<file path="config.mk">
export PLATFORM = sky130hd
export DESIGN_NAME = adc_sample_packer_12bit_core_flat
export DESIGN_NICKNAME = d
export VERILOG_FILES = /design/src/hw/rtl/asp_pkg.sv /design/src/hw/rtl/asp_ifs.sv /design/src/hw/rtl/asp_serializer.sv /design/src/hw/rtl/adc_sample_packer_12bit_core.sv /design/src/flat_wrapper.sv
export VERILOG_INCLUDE_DIRS = /design/src /design/src/hw/rtl
export SDC_FILE = /design/constraint.sdc
export NUM_CORES = 1
export LEC_CHECK = 0
export ABC_CLOCK_PERIOD_IN_PS = 11550
export BUFFER_PORTS_ARGS = -buffer_cell sky130_fd_sc_hd__clkbuf_2
export CORE_ASPECT_RATIO = 1.4
export CORE_UTILIZATION = 60
export CTS_CLUSTER_DIAMETER = 60
export DETAILED_ROUTE_END_ITERATION = 6
export GPL_TIMING_DRIVEN = 0
export HOLD_SLACK_MARGIN = 0.05
export PLACE_DENSITY_LB_ADDON = 0.12
export SETUP_SLACK_MARGIN = 0.5
export SLEW_MARGIN = 20
export SYNTH_ARGS = -nofsm -noshare
export SYNTH_HDL_FRONTEND = slang
export SYNTH_SLANG_ARGS = --single-unit
</file>
<file path="constraint.sdc">
create_clock -name clk -period 11.55 [get_ports clk]
set_input_delay 0.5775 -clock clk [delete_from_list [all_inputs] [get_ports clk]]
set_output_delay 0.5775 -clock clk [all_outputs]
set_load 0.005 [all_outputs]
</file>
<file path="src/hw/rtl/adc_sample_packer_12bit_core_defines.svh">
// Assertion macros for the ADC sample packer.
// Included by the top level; no other dependencies.
`ifndef ADC_SAMPLE_PACKER_12BIT_CORE_DEFINES_SVH
`define ADC_SAMPLE_PACKER_12BIT_CORE_DEFINES_SVH

// same-cycle implication
`define ASP_ASSERT_NOW(label, clk, rst, ante, cons) \
  label: assert property (@(posedge clk) disable iff (rst) (ante) |-> (cons)) \
    else $error("%m: same-cycle check failed");

// next-cycle implication
`define ASP_ASSERT_NEXT(label, clk, rst, ante, cons) \
  label: assert property (@(posedge clk) disable iff (rst) (ante) |=> (cons)) \
    else $error("%m: next-cycle check failed");

`endif

</file>
<file path="src/hw/rtl/asp_pkg.sv">
// Shared types and constants for the ADC sample packer.
// No dependencies.
package asp_pkg;

  localparam int SampleW   = 12;
  localparam int CountW    = 16;
  localparam int ByteW     = 8;
  localparam int MaxBytes  = 4;
  localparam int SlotW     = $clog2(MaxBytes);
  localparam int NumW      = $clog2(MaxBytes + 1);

  localparam logic ActStart  = 1'b0;
  localparam logic ActSample = 1'b1;

  typedef logic [SlotW-1:0] slot_t;
  typedef logic [NumW-1:0]  num_t;

  // bytes caused by one input transaction
  typedef struct packed {
    logic [MaxBytes-1:0][ByteW-1:0] bytes;
    slot_t                          last_idx;
    logic                           eop;
    logic                           err;
  } bundle_t;

endpackage

</file>
<file path="src/hw/rtl/asp_ifs.sv">
// Valid/ready channel interfaces for the ADC sample packer.
// Depends on asp_pkg.
interface asp_item_if;
  logic                         valid;
  logic                         ready;
  logic                         action;
  logic [asp_pkg::SampleW-1:0]  sample;

  modport source (output valid, action, sample, input ready);
  modport sink   (input valid, action, sample, output ready);
endinterface

interface asp_result_if;
  logic                        valid;
  logic                        ready;
  logic [asp_pkg::ByteW-1:0]   out_byte;
  logic                        last_of_run;
  logic                        end_of_packet;
  logic                        error;

  modport source (output valid, out_byte, last_of_run, end_of_packet, error, input ready);
  modport sink   (input valid, out_byte, last_of_run, end_of_packet, error, output ready);
endinterface

</file>
<file path="src/hw/rtl/asp_serializer.sv">
// Result register: holds the bytes of one transaction and hands them out one a cycle
// while result.ready is high. Depends on asp_pkg and asp_result_if.
module asp_serializer (
  input  logic              clk,
  input  logic              rst,
  input  logic              load,
  input  asp_pkg::bundle_t  load_data,
  output logic              free,
  asp_result_if.source      result
);

  logic             bvalid;
  asp_pkg::slot_t   idx;
  asp_pkg::bundle_t bundle;
  logic             at_last;

  assign at_last = (idx == bundle.last_idx);
  assign free    = !bvalid || (result.ready && at_last);

  always_ff @(posedge clk) begin
    if (rst) begin
      bvalid <= 1'b0;
      idx    <= '0;
    end else if (load) begin
      bvalid <= 1'b1;
      idx    <= '0;
    end else if (bvalid && result.ready) begin
      if (at_last) begin
        bvalid <= 1'b0;
      end else begin
        idx <= idx + asp_pkg::slot_t'(1);
      end
    end
  end

  always_ff @(posedge clk) begin
    if (load) begin
      bundle <= load_data;
    end
  end

  assign result.valid         = bvalid;
  assign result.out_byte      = bundle.bytes[idx];
  assign result.last_of_run   = at_last;
  assign result.end_of_packet = bundle.eop && at_last;
  assign result.error         = bundle.err;

endmodule

</file>
<file path="src/hw/rtl/adc_sample_packer_12bit_core.sv">
// Top level of the ADC sample packer: input register, framing logic, packet state.
// Depends on asp_pkg, asp_ifs, asp_serializer and the assertion macro header.
//
// Usage:
//   item    - sink channel. action = start (emit the 16-bit count header and open a
//             packet, or at length 0 send the checksum) or sample (one 12-bit sample).
//   result  - source channel, one packet byte per transaction, with last_of_run on
//             the final byte an item causes, end_of_packet on the checksum byte and
//             error on the single zero byte sent for a sample with no open packet.
//   sample_count_we / sample_count_wdata - write of the packet length register.
// Path: an accepted item waits in the input register, is framed combinationally and
//   is loaded into the result register once that is free, which then sends its bytes.
// Throughput: the result register sends one byte per cycle while result.ready is high;
//   an item causes 1 to 4 bytes, and a held first-of-pair sample causes none.
//   The result register is the limiting unit.
// Reset clears the packet state, the length register and both valid flags.
// When the receiver stalls, the waiting bytes hold and one more item is taken into
//   the input register; item.ready then drops until the bytes drain.
`include "adc_sample_packer_12bit_core_defines.svh"

module adc_sample_packer_12bit_core (
  input  logic                        clk,
  input  logic                        rst,
  input  logic                        sample_count_we,
  input  logic [asp_pkg::CountW-1:0]  sample_count_wdata,
  asp_item_if.sink                    item,
  asp_result_if.source                result
);

  logic [asp_pkg::CountW-1:0]  sample_count;

  logic                        in_valid;
  logic                        in_action;
  logic [asp_pkg::SampleW-1:0] in_sample;

  logic                        packet_open;
  logic [asp_pkg::CountW-1:0]  samples_taken;
  logic [asp_pkg::SampleW-1:0] held_sample;
  logic [asp_pkg::ByteW-1:0]   running_sum;

  logic                        packet_open_next;
  logic [asp_pkg::CountW-1:0]  samples_taken_next;
  logic [asp_pkg::SampleW-1:0] held_sample_next;
  logic [asp_pkg::ByteW-1:0]   running_sum_next;

  asp_pkg::bundle_t            frame;
  asp_pkg::num_t               frame_num;
  logic                        free;
  logic                        move;
  logic                        load;

  assign move       = in_valid && free;
  assign load       = move && (frame_num != '0);
  assign item.ready = !in_valid || move;

  always_ff @(posedge clk) begin
    if (rst) begin
      sample_count <= '0;
    end else if (sample_count_we) begin
      sample_count <= sample_count_wdata;
    end
  end

  always_ff @(posedge clk) begin
    if (rst) begin
      in_valid <= 1'b0;
    end else if (item.valid && item.ready) begin
      in_valid <= 1'b1;
    end else if (move) begin
      in_valid <= 1'b0;
    end
  end

  always_ff @(posedge clk) begin
    if (item.valid && item.ready) begin
      in_action <= item.action;
      in_sample <= item.sample;
    end
  end

  always_comb begin
    logic [asp_pkg::CountW:0]  taken;
    logic                      last;
    logic [asp_pkg::ByteW-1:0] b0;
    logic [asp_pkg::ByteW-1:0] b1;
    logic [asp_pkg::ByteW-1:0] b2;
    logic [asp_pkg::ByteW-1:0] b3;

    taken = {1'b0, samples_taken} + {{asp_pkg::CountW{1'b0}}, 1'b1};
    last  = (taken >= {1'b0, sample_count});
    b0    = '0;
    b1    = '0;
    b2    = '0;
    b3    = '0;

    frame_num          = '0;
    frame.eop          = 1'b0;
    frame.err          = 1'b0;
    packet_open_next   = packet_open;
    samples_taken_next = samples_taken;
    held_sample_next   = held_sample;
    running_sum_next   = running_sum;

    if (in_action == asp_pkg::ActStart) begin
      b0                 = sample_count[15:8];
      b1                 = sample_count[7:0];
      b2                 = b0 + b1;
      frame_num          = (sample_count == '0) ? asp_pkg::num_t'(3) : asp_pkg::num_t'(2);
      frame.eop          = (sample_count == '0);
      packet_open_next   = (sample_count != '0);
      samples_taken_next = '0;
      held_sample_next   = '0;
      running_sum_next   = b0 + b1;
    end else if (!packet_open) begin
      frame_num = asp_pkg::num_t'(1);
      frame.err = 1'b1;
    end else begin
      if (!samples_taken[0]) begin
        if (last) begin
          b0        = {4'h0, in_sample[11:8]};
          b1        = in_sample[7:0];
          b2        = running_sum + b0 + b1;
          frame_num = asp_pkg::num_t'(3);
          frame.eop = 1'b1;
        end else begin
          held_sample_next = in_sample;
        end
      end else begin
        b0               = {held_sample[11:8], in_sample[11:8]};
        b1               = held_sample[7:0];
        b2               = in_sample[7:0];
        running_sum_next = running_sum + b0 + b1 + b2;
        b3               = running_sum_next;
        frame_num        = last ? asp_pkg::num_t'(4) : asp_pkg::num_t'(3);
        frame.eop        = last;
      end
      samples_taken_next = taken[asp_pkg::CountW-1:0];
      packet_open_next   = !last;
    end

    frame.bytes    = {b3, b2, b1, b0};
    frame.last_idx = asp_pkg::slot_t'(frame_num - asp_pkg::num_t'(1));
  end

  always_ff @(posedge clk) begin
    if (rst) begin
      packet_open   <= 1'b0;
      samples_taken <= '0;
      held_sample   <= '0;
      running_sum   <= '0;
    end else if (move) begin
      packet_open   <= packet_open_next;
      samples_taken <= samples_taken_next;
      held_sample   <= held_sample_next;
      running_sum   <= running_sum_next;
    end
  end

  asp_serializer u_serializer (
    .clk       (clk),
    .rst       (rst),
    .load      (load),
    .load_data (frame),
    .free      (free),
    .result    (result)
  );

  `ASP_ASSERT_NOW(a_error_byte_shape, clk, rst, result.valid && result.error,
    result.out_byte == '0 && result.last_of_run && !result.end_of_packet)

  `ASP_ASSERT_NOW(a_checksum_closes, clk, rst,
    result.valid && result.ready && result.end_of_packet, !packet_open)

  `ASP_ASSERT_NEXT(a_held_is_first_of_pair, clk, rst, move && frame_num == '0,
    samples_taken[0] && packet_open)

  `ASP_ASSERT_NOW(a_no_drop_on_stall, clk, rst, in_valid && !free, !item.ready)

endmodule

</file>
<file path="src/flat_wrapper.sv">
// flat-port wrapper written by rule: the top's interface ports become plain ports
module adc_sample_packer_12bit_core_flat 
  (clk, rst, sample_count_we, sample_count_wdata, item_valid, item_action, item_sample, item_ready, result_valid, result_out_byte, result_last_of_run, result_end_of_packet, result_error, result_ready);
  asp_item_if item_i ();
  asp_result_if result_i ();
  input  logic clk;
  input  logic rst;
  input  logic sample_count_we;
  input  logic [asp_pkg::CountW-1:0] sample_count_wdata;
  input wire logic [$bits(item_i.valid)-1:0] item_valid;
  input wire logic [$bits(item_i.action)-1:0] item_action;
  input wire logic [$bits(item_i.sample)-1:0] item_sample;
  output wire logic [$bits(item_i.ready)-1:0] item_ready;
  output wire logic [$bits(result_i.valid)-1:0] result_valid;
  output wire logic [$bits(result_i.out_byte)-1:0] result_out_byte;
  output wire logic [$bits(result_i.last_of_run)-1:0] result_last_of_run;
  output wire logic [$bits(result_i.end_of_packet)-1:0] result_end_of_packet;
  output wire logic [$bits(result_i.error)-1:0] result_error;
  input wire logic [$bits(result_i.ready)-1:0] result_ready;
  assign item_i.valid = item_valid;
  assign item_i.action = item_action;
  assign item_i.sample = item_sample;
  assign item_ready = item_i.ready;
  assign result_valid = result_i.valid;
  assign result_out_byte = result_i.out_byte;
  assign result_last_of_run = result_i.last_of_run;
  assign result_end_of_packet = result_i.end_of_packet;
  assign result_error = result_i.error;
  assign result_i.ready = result_ready;
  adc_sample_packer_12bit_core u_core (.clk(clk), .rst(rst), .sample_count_we(sample_count_we), .sample_count_wdata(sample_count_wdata), .item(item_i), .result(result_i));
endmodule
</file>
==> impl_metrics.ini, run 1 <==
[setup_path]
cp-endpoint = u_core.u_serializer.bundle[24]
path_class = reg -> reg
r2r-end = u_core.u_serializer.bundle[24]
cp_max_fo = 31
crit_required_ps = 11610
worstSetupEndpointType = register
startpoint = u_core.samples_taken[0]
rrSetupSlack_ps = 6450
cp_data_arrival_time_ps = 5170
startpoint_type = register
reg2reg_depth = 19
regToRegStartpoint = u_core.samples_taken[0]

[synth]
async_reset_ff_share_pct = 0
synth_xor_area_share_pct = 4.85
synthMuxAreaShare_pct = 5.24
synth-main-ff-cell = dfxtp_1
yosys.cell_types.count = 59
synth_top_family_by_area = simple AND/OR/NAND/NOR gates
synth-warning-count = 0
synth_seq_cells = 106
syn_area_um2 = 6680
synthCells = 669
synth_area_per_cell_um2 = 9.99
synthSimpleGateAreaFrac_pct = 18.1
syn-num-nets = 765
synthAdderAreaFrac_pct = 13.9
synth_enable_flop_cells = 49
synth-compound-area-share_pct = 14.8
yosysSeqAreaShare_pct = 39.1

[global_route]
track_usage_pct = 34.2
grt_pass1_vias = 5654
grt_antenna_before_repair = 0
grt_max_degree = 32
grt_first_pass_wirelength_um = 29800
grt_overflow = 0

[route]
drcViolationCount = 0
postRouteWirelength_um = 18800
viasPerCell = 6.48
wl_per_cell_um = 21.6
ant_nets = 0
vias = 5644
first_pass_iters = 5
drt_iter0_markers = 492

[placement]
io_buffers = 44
dp.final_hpwl_um = 14400
dp_slack_ps = 6530
place_congestion = 0.936

[sta]
grt_setup_unrepaired = false
finalCritPeriodShare_pct = 44.2
setup_viol = 0
fmax_mhz = 196
slew_headroom_pct = 42.7
fin_worst_skew_ps = 9.62
hold_violations = 0
setup_tns_ps = 0
drv_slew = 0
period_needed_ps = 5100
fin_ws_ps = 6450
worstMarginPinSlew_ps = 859

[pwr]
p_leak_uw = 0.00296
p_int_uw = 674
pwr-share-seq_pct = 45.6
clockPowerShare_pct = 36.8
combPwrFrac_pct = 17.6
power_switching_uw = 264
p_sw_share_pct = 28.2
peakVddDrop_uv = 72.8
pwr_density_cell_nw_per_um2 = 126

[die]
fp-row-count = 45
start_util_pct = 61.5
die-area_um2 = 11600
core-area_um2 = 10900
io-pin-count = 47
fp.dieW_um = 91.2
die_h_um = 127

[run]
cap_violations = 0

[cts]
tritoncts = yes
htree_num_levels = 3
cts.clk_slew.worst_paths_ps = 80
cts-root-buf = clkbuf_16
cts_resized = 0
numClockSinks = 106
numCtsBuffers = 9
post-cts-setup-buffer-count = 0
postCtsHoldBufs = 0
clockBufferDepth = 2
clk_latency_ps = 360

[finish]
seq_area_um2 = 2610
fillers = 857
syn_to_final_growth_pct = 11.4
layout.nets = 821
multi_input_area_um2 = 3800
antenna_cells = 0
drive_gt1_share_pct = 11.5

[run_status]
status = complete, no violations

[hold_path]
min_path_type = in -> reg
hp-start = item_sample[8]
[through the flow]
stage / area, um2 / utilization [%] / instances / hold WS, ps / power (uW)
floorplan: 6680 / - / 669 / 469 / 543
detailed placement: 7110 / 65.4 / 855 / 507 / 597
global route: 7440 / 68.5 / 871 / 385 / 968
global placement: 7080 / 65.2 / 854 / 494 / 589
CTS: 7440 / 68.5 / 871 / 385 / 936
finish: 7440 / 68.5 / 871 / 387 / 938
[state kept, by name, indices dropped and copies added, names as in the netlist]
signal	cells
u_core.running_sum	8
u_core.u_serializer.idx	2
u_core.u_serializer.bundle	35
u_core.samples_taken	16
u_core.in_valid	1
u_core.in_action	1
u_core.held_sample	12
u_core.in_sample	12
u_core.packet_open	1
u_core.u_serializer.result.error	1
u_core.sample_count	16
u_core.u_serializer.result.valid	1
[area by class of cell]
class / instances / area share, %
clock inverter: 5 / 0.824
sequential: 106 / 35.1
buffer: 36 / 2.07
clock buffer: 11 / 3.70
tap: 141 / 2.37
timing repair buffer: 45 / 3.23
multi-input combinational: 495 / 51.1
inverter: 32 / 1.61
[cells in the final DEF (no fill, tap or decap), types with 12 or more instances in the layout]
cell type,count
dfxtp_1,57
mux2i_1,17
xor2_1,13
nand2_1,37
ha_1,42
inv_1,31
a221o_1,14
fa_1,20
o31ai_1,13
edfxtp_1,49
a21oi_1,32
nand3b_1,12
clkbuf_1,26
o21ai_0,14
nand3_1,32
clkbuf_2,44
nor2_1,78
nor4b_1,14
nor3_1,12
xnor2_1,24
[kinds of logic (layout without fill, tap and decap cells)]
group                    after synthesis  count (layout)
AND/OR/NAND/NOR                      235             235
buffers and inverters                 68             129
flip-flops                           106             106
multiplexers                          25              25
XOR/XNOR                              37              37
AO/OA/AOI/OAI                        136             136
adder cells (fa/ha/maj)               62              62
[power groups by stage]
stage | registers (uW) | logic, uW | clock network (uW)
6_report | 428 | 165 | 345
2_1_floorplan | 429 | 114 | 0
3_5_place_dp | 436 | 161 | 0
4_1_cts | 428 | 163 | 346
3_3_place_gp | 436 | 153 | 0
5_1_grt | 430 | 181 | 357
[synthesized netlist by cell type (all sizes together) (2+ instances only)]
| cell type | count | area, um2 |
|---|---|---|
| or4 | 4 | 30.0 |
| o31ai | 14 | 110 |
| a32o | 4 | 40.0 |
| inv | 31 | 116 |
| nor4 | 7 | 43.8 |
| nor2b | 5 | 31.3 |
| a21oi | 33 | 169 |
| nand3 | 33 | 170 |
| a21boi | 2 | 15.0 |
| nor2 | 80 | 308 |
| and3b | 3 | 26.3 |
| and4 | 2 | 20.0 |
| o21a | 6 | 45.0 |
| dfxtp | 57 | 1140 |
| a211oi | 11 | 95.1 |
| nand3b | 12 | 90.1 |
| nor4b | 14 | 123 |
| clkbuf | 26 | 97.6 |
| nand2 | 37 | 139 |
| xnor2 | 24 | 210 |
| xor2 | 13 | 114 |
| a22oi | 7 | 52.6 |
| mux2i | 17 | 170 |
| a31oi | 3 | 18.8 |
| o21bai | 5 | 37.5 |
| ha | 42 | 526 |
| fa | 20 | 400 |
| edfxtp | 49 | 1470 |
| a221o | 14 | 140 |
| o21ai | 14 | 70.1 |
| and3 | 11 | 68.8 |
| and2 | 5 | 31.3 |
| nand4 | 8 | 50.1 |
| o211ai | 4 | 30.0 |
| o2111ai | 4 | 41.3 |
| nor3 | 12 | 60.1 |
| mux4 | 8 | 180 |
| a21o | 7 | 52.6 |
| buf | 10 | 56.3 |
[worst min-delay path by stage]
stage / endpoint / slack, ps / cells past startpoint
after floorplan: u_core.held_sample[7] / 470 / 2
after global placement: u_core.samples_taken[13] / 490 / 2
after detailed placement: u_core.held_sample[7] / 510 / 2
after CTS: u_core.in_sample[8] / 390 / 1
after global routing: u_core.in_sample[8] / 380 / 1
final: u_core.in_sample[8] / 390 / 1
[layer usage]
layer  vias to the layer above  GRT usage (%)  share of wire (%)
met3                        63           5.16                5.7
met5                         -              0                  0
met1                      2720           38.9                 38
met4                         0           20.3                5.9
li1                       2598              -                  -
met2                       263           60.7                 50
[critical path, stage by stage (launching register included)]
cell      delay (ps)
dfxtp_1          430
buf_2            250
nand3_1          270
nor4_1           680
nand4_1          190
xnor2_1          280
ha_1             310
a21oi_1          150
a21boi_0         100
o21bai_1         180
nand4_1          250
nor2_1           280
inv_1             70
ha_1             300
o21bai_1         130
ha_1             220
nand2_1           60
nand2_1          100
nor2_4           290
buf_12           240
(Power assumes the default switching activity.)
==> run 2: changes to the inputs <==
- ABC_CLOCK_PERIOD_IN_PS: 11550 -> 4120
- CORE_UTILIZATION: 60 -> 55
- clock period: 11.55 -> 4.12 ns (I/O delays scaled with it)
==> run 2 against run 1 <==
  * Worst setup slack got worse by 6100 ps
  * Worst hold slack got worse by 320 ps
  * Cell count increased by 5.3%
  * Core utilization grew 0.095 points
  * Register-to-register slack got worse by 6100 ps
  * Wire length increased by 7.7%
  * Clock power increased to 2.5 times the previous value
  * Clock-buffer cell count decreased by 1
  * Sequential power grew to 2.8 times the previous value
  * Flip-flop and latch count did not move
  * Critical endpoint is now u_core.u_serializer.bundle[12]
  * Highest routed layer unchanged
==> impl_metrics.ini, run 2 (synthesis gave the netlist of run 1 again) <==
[run_status]
status = complete, no violations

[placement]
dp_slack_ps = -477
dp_cells = 860
io_buffers = 44
dp.final_hpwl_um = 14700
place_congestion = 1.00
post_dp_cell_area_um2 = 7160

[setup_path]
path_class = reg -> reg
startpoint = u_core.samples_taken[0]
rrSetupSlack_ps = 390
crit_chain = buf_8, nand3_4, nor4_4, buf_4, buf_4, nand3_2, xnor2_2, ha_1, nand3_2, nor2_2, o211ai_1, nand4_1, nor2_2, inv_2, ha_4, o21bai_4, ha_4, nand2_4, nand2_4, nor2_4, buf_6, buf_12
slowest_delay_ps = 380
cp_max_fo = 5
crit_required_ps = 4200
worstSetupEndpointType = register
cp_data_arrival_time_ps = 3810
regToRegStartpoint = u_core.samples_taken[0]
startpoint_type = register
slowest_stage = dfxtp_4

[cts]
htree_num_levels = 3
cts.clk_slew.worst_paths_ps = 70
cts-root-buf = clkbuf_16
numCtsBuffers = 9
clockBufferDepth = 2
clk_latency_ps = 350
tritoncts = yes
numClockSinks = 106

[global_route]
track_usage_pct = 33.2
grt_overflow = 0
grt_first_pass_wirelength_um = 31000
grt_max_degree = 20
grt_pass1_vias = 5808
grt_antenna_before_repair = 0

[sta]
setup_viol = 0
hold_violations = 0
fin_worst_skew_ps = 6.91
worstMarginPinSlew_ps = 1000
fmax_mhz = 268
fin_ws_ps = 386
whs_ps = 64.6
grt_setup_unrepaired = true
period_needed_ps = 3730
slew_headroom_pct = 32.7
finalCritPeriodShare_pct = 90.6
drv_slew = 0
setup_tns_ps = 0

[finish]
syn_to_final_growth_pct = 21.3
layout_common_cells = nor2_1 (76), edfxtp_1 (49), dfxtp_1 (47)
stdcell_area_um2 = 8110
layout_commonest_cell = nor2_1
antenna_cells = 0
largest_register_ff_count = 35
drive_gt1_share_pct = 19.9
regMostFlops = u_core.u_serializer.bundle
layout.nets = 861
reg_top3 = u_core.u_serializer.bundle (35), u_core.sample_count (16), u_core.samples_taken (16)
layout.cells.non_filler = 917

[run]
cap_violations = 0

[route]
ant_nets = 0
drt_iter0_markers = 476
first_pass_iters = 5
postRouteWirelength_um = 20300
vias = 5904
wl_per_cell_um = 22.1
viasPerCell = 6.44
drcViolationCount = 0

[die]
core-area_um2 = 11800
fp.dieW_um = 95.2
die-area_um2 = 12600
die_h_um = 132
io-pin-count = 47
start_util_pct = 56.5
fp-row-count = 47

[hold_path]
hp-start = item_sample[1]
min_path_type = in -> reg

[pwr]
peakVddDrop_uv = 193
p_leak_uw = 0.00326
pwr_density_cell_nw_per_um2 = 319
-- run 2: routing by layer --
metal	routed length, um	global-route usage, %
met1	7510	38.2
met2	10200	56.3
met3	1190	5.17
met4	1350	20.3
met5	0	0
-- run 2: layout make-up --
cell class	instances	area (um2)
Buffer	36	164
Tap cell	147	184
Timing Repair Buffer	84	648
Multi-Input combinational cell	496	4060
Sequential cell	106	2640
Fill cell	909	3710
Clock inverter	6	63.8
Clock buffer	10	229
Inverter	32	120
-- run 2: path summary, 6_finish.rpt --
kind / to / cells past startpoint
setup / recovery: u_core.u_serializer.bundle[12] / 22
hold / removal: u_core.in_sample[1] / 1
setup reg to reg: u_core.u_serializer.bundle[12] / 22
hold reg to reg: u_core.held_sample[7] / 2
-- run 2: critical path: cells and delay by family, from the launching register on --
| kind | cells | cell delay, ps |
|---|---|---|
| and+or+nand+nor | 10 | 1210 |
| adders and majority gates | 3 | 800 |
| xor gates and xnor gates | 1 | 170 |
| DFF | 1 | 380 |
| buffers and inverters | 6 | 710 |
| AOI/OAI and AO/OA | 2 | 180 |
-- run 2: where the power goes --
group          leakage, uW  internal (uW)  total (uW)  switching (uW)
Combinational      0.00218            224         517             292
Sequential        0.000943           1150        1200            51.0
Clock             0.000141            474         876             402
-- run 2: repair_timing --
item,CTS,global route
setup endpoints to repair,40,41
resized for setup,23,28
endpoints found under the hold margin,12,0
gates cloned,3,0
pin swaps,16,21
setup buffers,15,11
hold buffers,12,0
-- run 2: through the flow --
stage	power (uW)	util, %
floorplan	1520	-
CTS	2580	66.9
detailed placement	1670	60.5
finish	2590	68.6
global placement	1650	60.5
global route	2680	68.6
==> run 3: changes to the inputs <==
- ABC_CLOCK_PERIOD_IN_PS: 4120 -> 3200
- CORE_ASPECT_RATIO: 1.4 -> not set
- clock period: 4.12 -> 3.2 ns (I/O delays scaled with it)
==> run 3 against run 2 <==
  * Combinational power is 71% higher
  * Worst hold slack worse by 7.6 ps
  * Non-clock buffer count is 39 higher
  * Register-to-register slack worse by 970 ps
  * Via count is 4.1% higher
  * Largest cell class unchanged
  * Flip-flop and latch count stayed put
  * The flow now finishes with violations (DRC, setup timing)
  * Critical endpoint is now u_core.u_serializer.bundle[21]
  * Highest routed layer unchanged
  * Global-route usage is 0.65 points higher
  * Clock-buffer cell count is 2 higher
==> impl_metrics.ini, run 3 (synthesis gave the netlist of run 1 again) <==
[finish]
antenna_cells = 0
drive_gt1_share_pct = 29.4
layout_commonest_cell = nor2_1
final_util_pct = 77.0
syn_to_final_growth_pct = 33.8
fillers = 754
seq_area_um2 = 2640
layout_common_cells = nor2_1 (75), edfxtp_1 (49), dfxtp_1 (48)
stdcell_area_um2 = 8940
multi_input_area_um2 = 4490
layout.nets = 900
regMostFlops = u_core.u_serializer.bundle
largest_register_ff_count = 35
reg_top3 = u_core.u_serializer.bundle (35), u_core.sample_count (16), u_core.samples_taken (16)

[global_route]
grt_overflow = 0
grt_pass1_vias = 5789
grt_max_degree = 18
grt_first_pass_wirelength_um = 31700
track_usage_pct = 33.8
grt_antenna_before_repair = 0

[placement]
dp.final_hpwl_um = 14300
io_buffers = 44
post_dp_cell_area_um2 = 7170
place_congestion = 0.932
dp_slack_ps = -1230

[run_status]
status = complete, but fails checks
violations = DRC, setup timing

[route]
vias = 6147
viasPerCell = 6.46
first_pass_iters = 7
drcViolationCount = 2
drt_iter0_markers = 769
postRouteWirelength_um = 21500
ant_nets = 0
wl_per_cell_um = 22.6

[sta]
whs_ps = 57.0
grt_setup_unrepaired = true
setup_viol = 54
worstMarginPinSlew_ps = 903
finalCritPeriodShare_pct = 118
slew_headroom_pct = 39.6
hold_violations = 0
drv_slew = 0
fin_ws_ps = -583
fin_worst_skew_ps = 11.5
fmax_mhz = 264
period_needed_ps = 3780

[die]
io-pin-count = 47
start_util_pct = 57.6
die_h_um = 112
core-area_um2 = 11600
fp-row-count = 39
fp.dieW_um = 112
die-area_um2 = 12600

[cts]
clockBufferDepth = 2
cts-root-buf = clkbuf_16
tritoncts = yes
numCtsBuffers = 9
numClockSinks = 106
htree_num_levels = 3
cts.clk_slew.worst_paths_ps = 70
clk_latency_ps = 360

[setup_path]
crit_chain = nand2_4, nor4_4, nand4_1, xnor2_2, ha_1, a21oi_2, a21boi_1, o21bai_1, nand4_1, nor2_2, inv_2, ha_4, o21bai_4, ha_4, nand2_4, nand2_4, nor2_4, clkbuf_16
crit_top_cell = nand2_4
cp_top_family = simple AND/OR/NAND/NOR gates
path_class = reg -> reg
startpoint_type = register
crit_required_ps = 3270
cp.depth = 18
slowest_delay_ps = 380
worstSetupEndpointType = register
reg2reg_depth = 18
cp_data_arrival_time_ps = 3860
cp_max_fo = 6
slowest_stage = dfxtp_4
critPathBufInv = 2
rrSetupSlack_ps = -580

[hold_path]
min_path_type = in -> reg
hold_path_depth = 3

[pwr]
design_power_total_uw = 3470
peakVddDrop_uv = 423
p_leak_uw = 0.00356
pwr_density_cell_nw_per_um2 = 388

[run]
cap_violations = 0
## run 3: worst paths after layout
kind | startpoint | to
hold reg to reg | u_core.held_sample[7] | u_core.held_sample[7]
hold / removal | sample_count_wdata[0] | u_core.sample_count[0]
setup reg to reg | u_core.samples_taken[3] | u_core.u_serializer.bundle[21]
setup / recovery | u_core.samples_taken[3] | u_core.u_serializer.bundle[21]
## run 3: what timing repair did
action / 4_1_cts / 5_1_grt
pin swaps: 46 / 52
endpoints found under the hold margin: 26 / 0
buffers inserted: 29 / 20
endpoints found under the setup margin: 86 / 86
hold buffers: 26 / 0
cloned: 3 / 2
gates resized for setup: 91 / 62
## run 3: worst reg2reg max path, cell delays in order (launching register included)
cell,delay [ps]
dfxtp_4,380
nand2_4,80
nor4_4,380
nand4_1,210
xnor2_2,200
ha_1,350
a21oi_2,130
a21boi_1,70
o21bai_1,190
nand4_1,170
nor2_2,150
inv_2,60
ha_4,290
o21bai_4,80
ha_4,180
nand2_4,60
nand2_4,70
nor2_4,250
clkbuf_16,200
## run 3: metrics by stage
step,instances,TNS [ps]
floorplan,669,-19660
global placement,856,-43600
detailed placement,856,-48270
CTS,930,-19200
global route,952,-29040
finish,952,-22910
## run 3: metal layers
| metal | GRT usage, % | part of all wire (%) | vias to the layer above |
|---|---|---|---|
| li1 | - | - | 2759 |
| met1 | 46.7 | 40 | 2946 |
| met3 | 5.89 | 9.6 | 76 |
| met5 | 0 | 0 | - |
| met4 | 14.5 | 4.5 | 0 |
| met2 | 52.8 | 45 | 366 |
## run 3: area by class of cell
class | instances | area share (%)
sequential | 106 | 29.5
tap | 143 | 2.00
clock buffer | 12 | 2.64
buffer | 36 | 2.55
multi-input combinational | 496 | 50.2
clock inverter | 4 | 0.322
timing repair buffer | 123 | 11.5
inverter | 32 | 1.34
## run 3: report_power, final
part / internal [uW] / switching (uW)
Clock: 531 / 516
Combinational: 408 / 475
Sequential: 1480 / 65.2
Total: 2420 / 1060
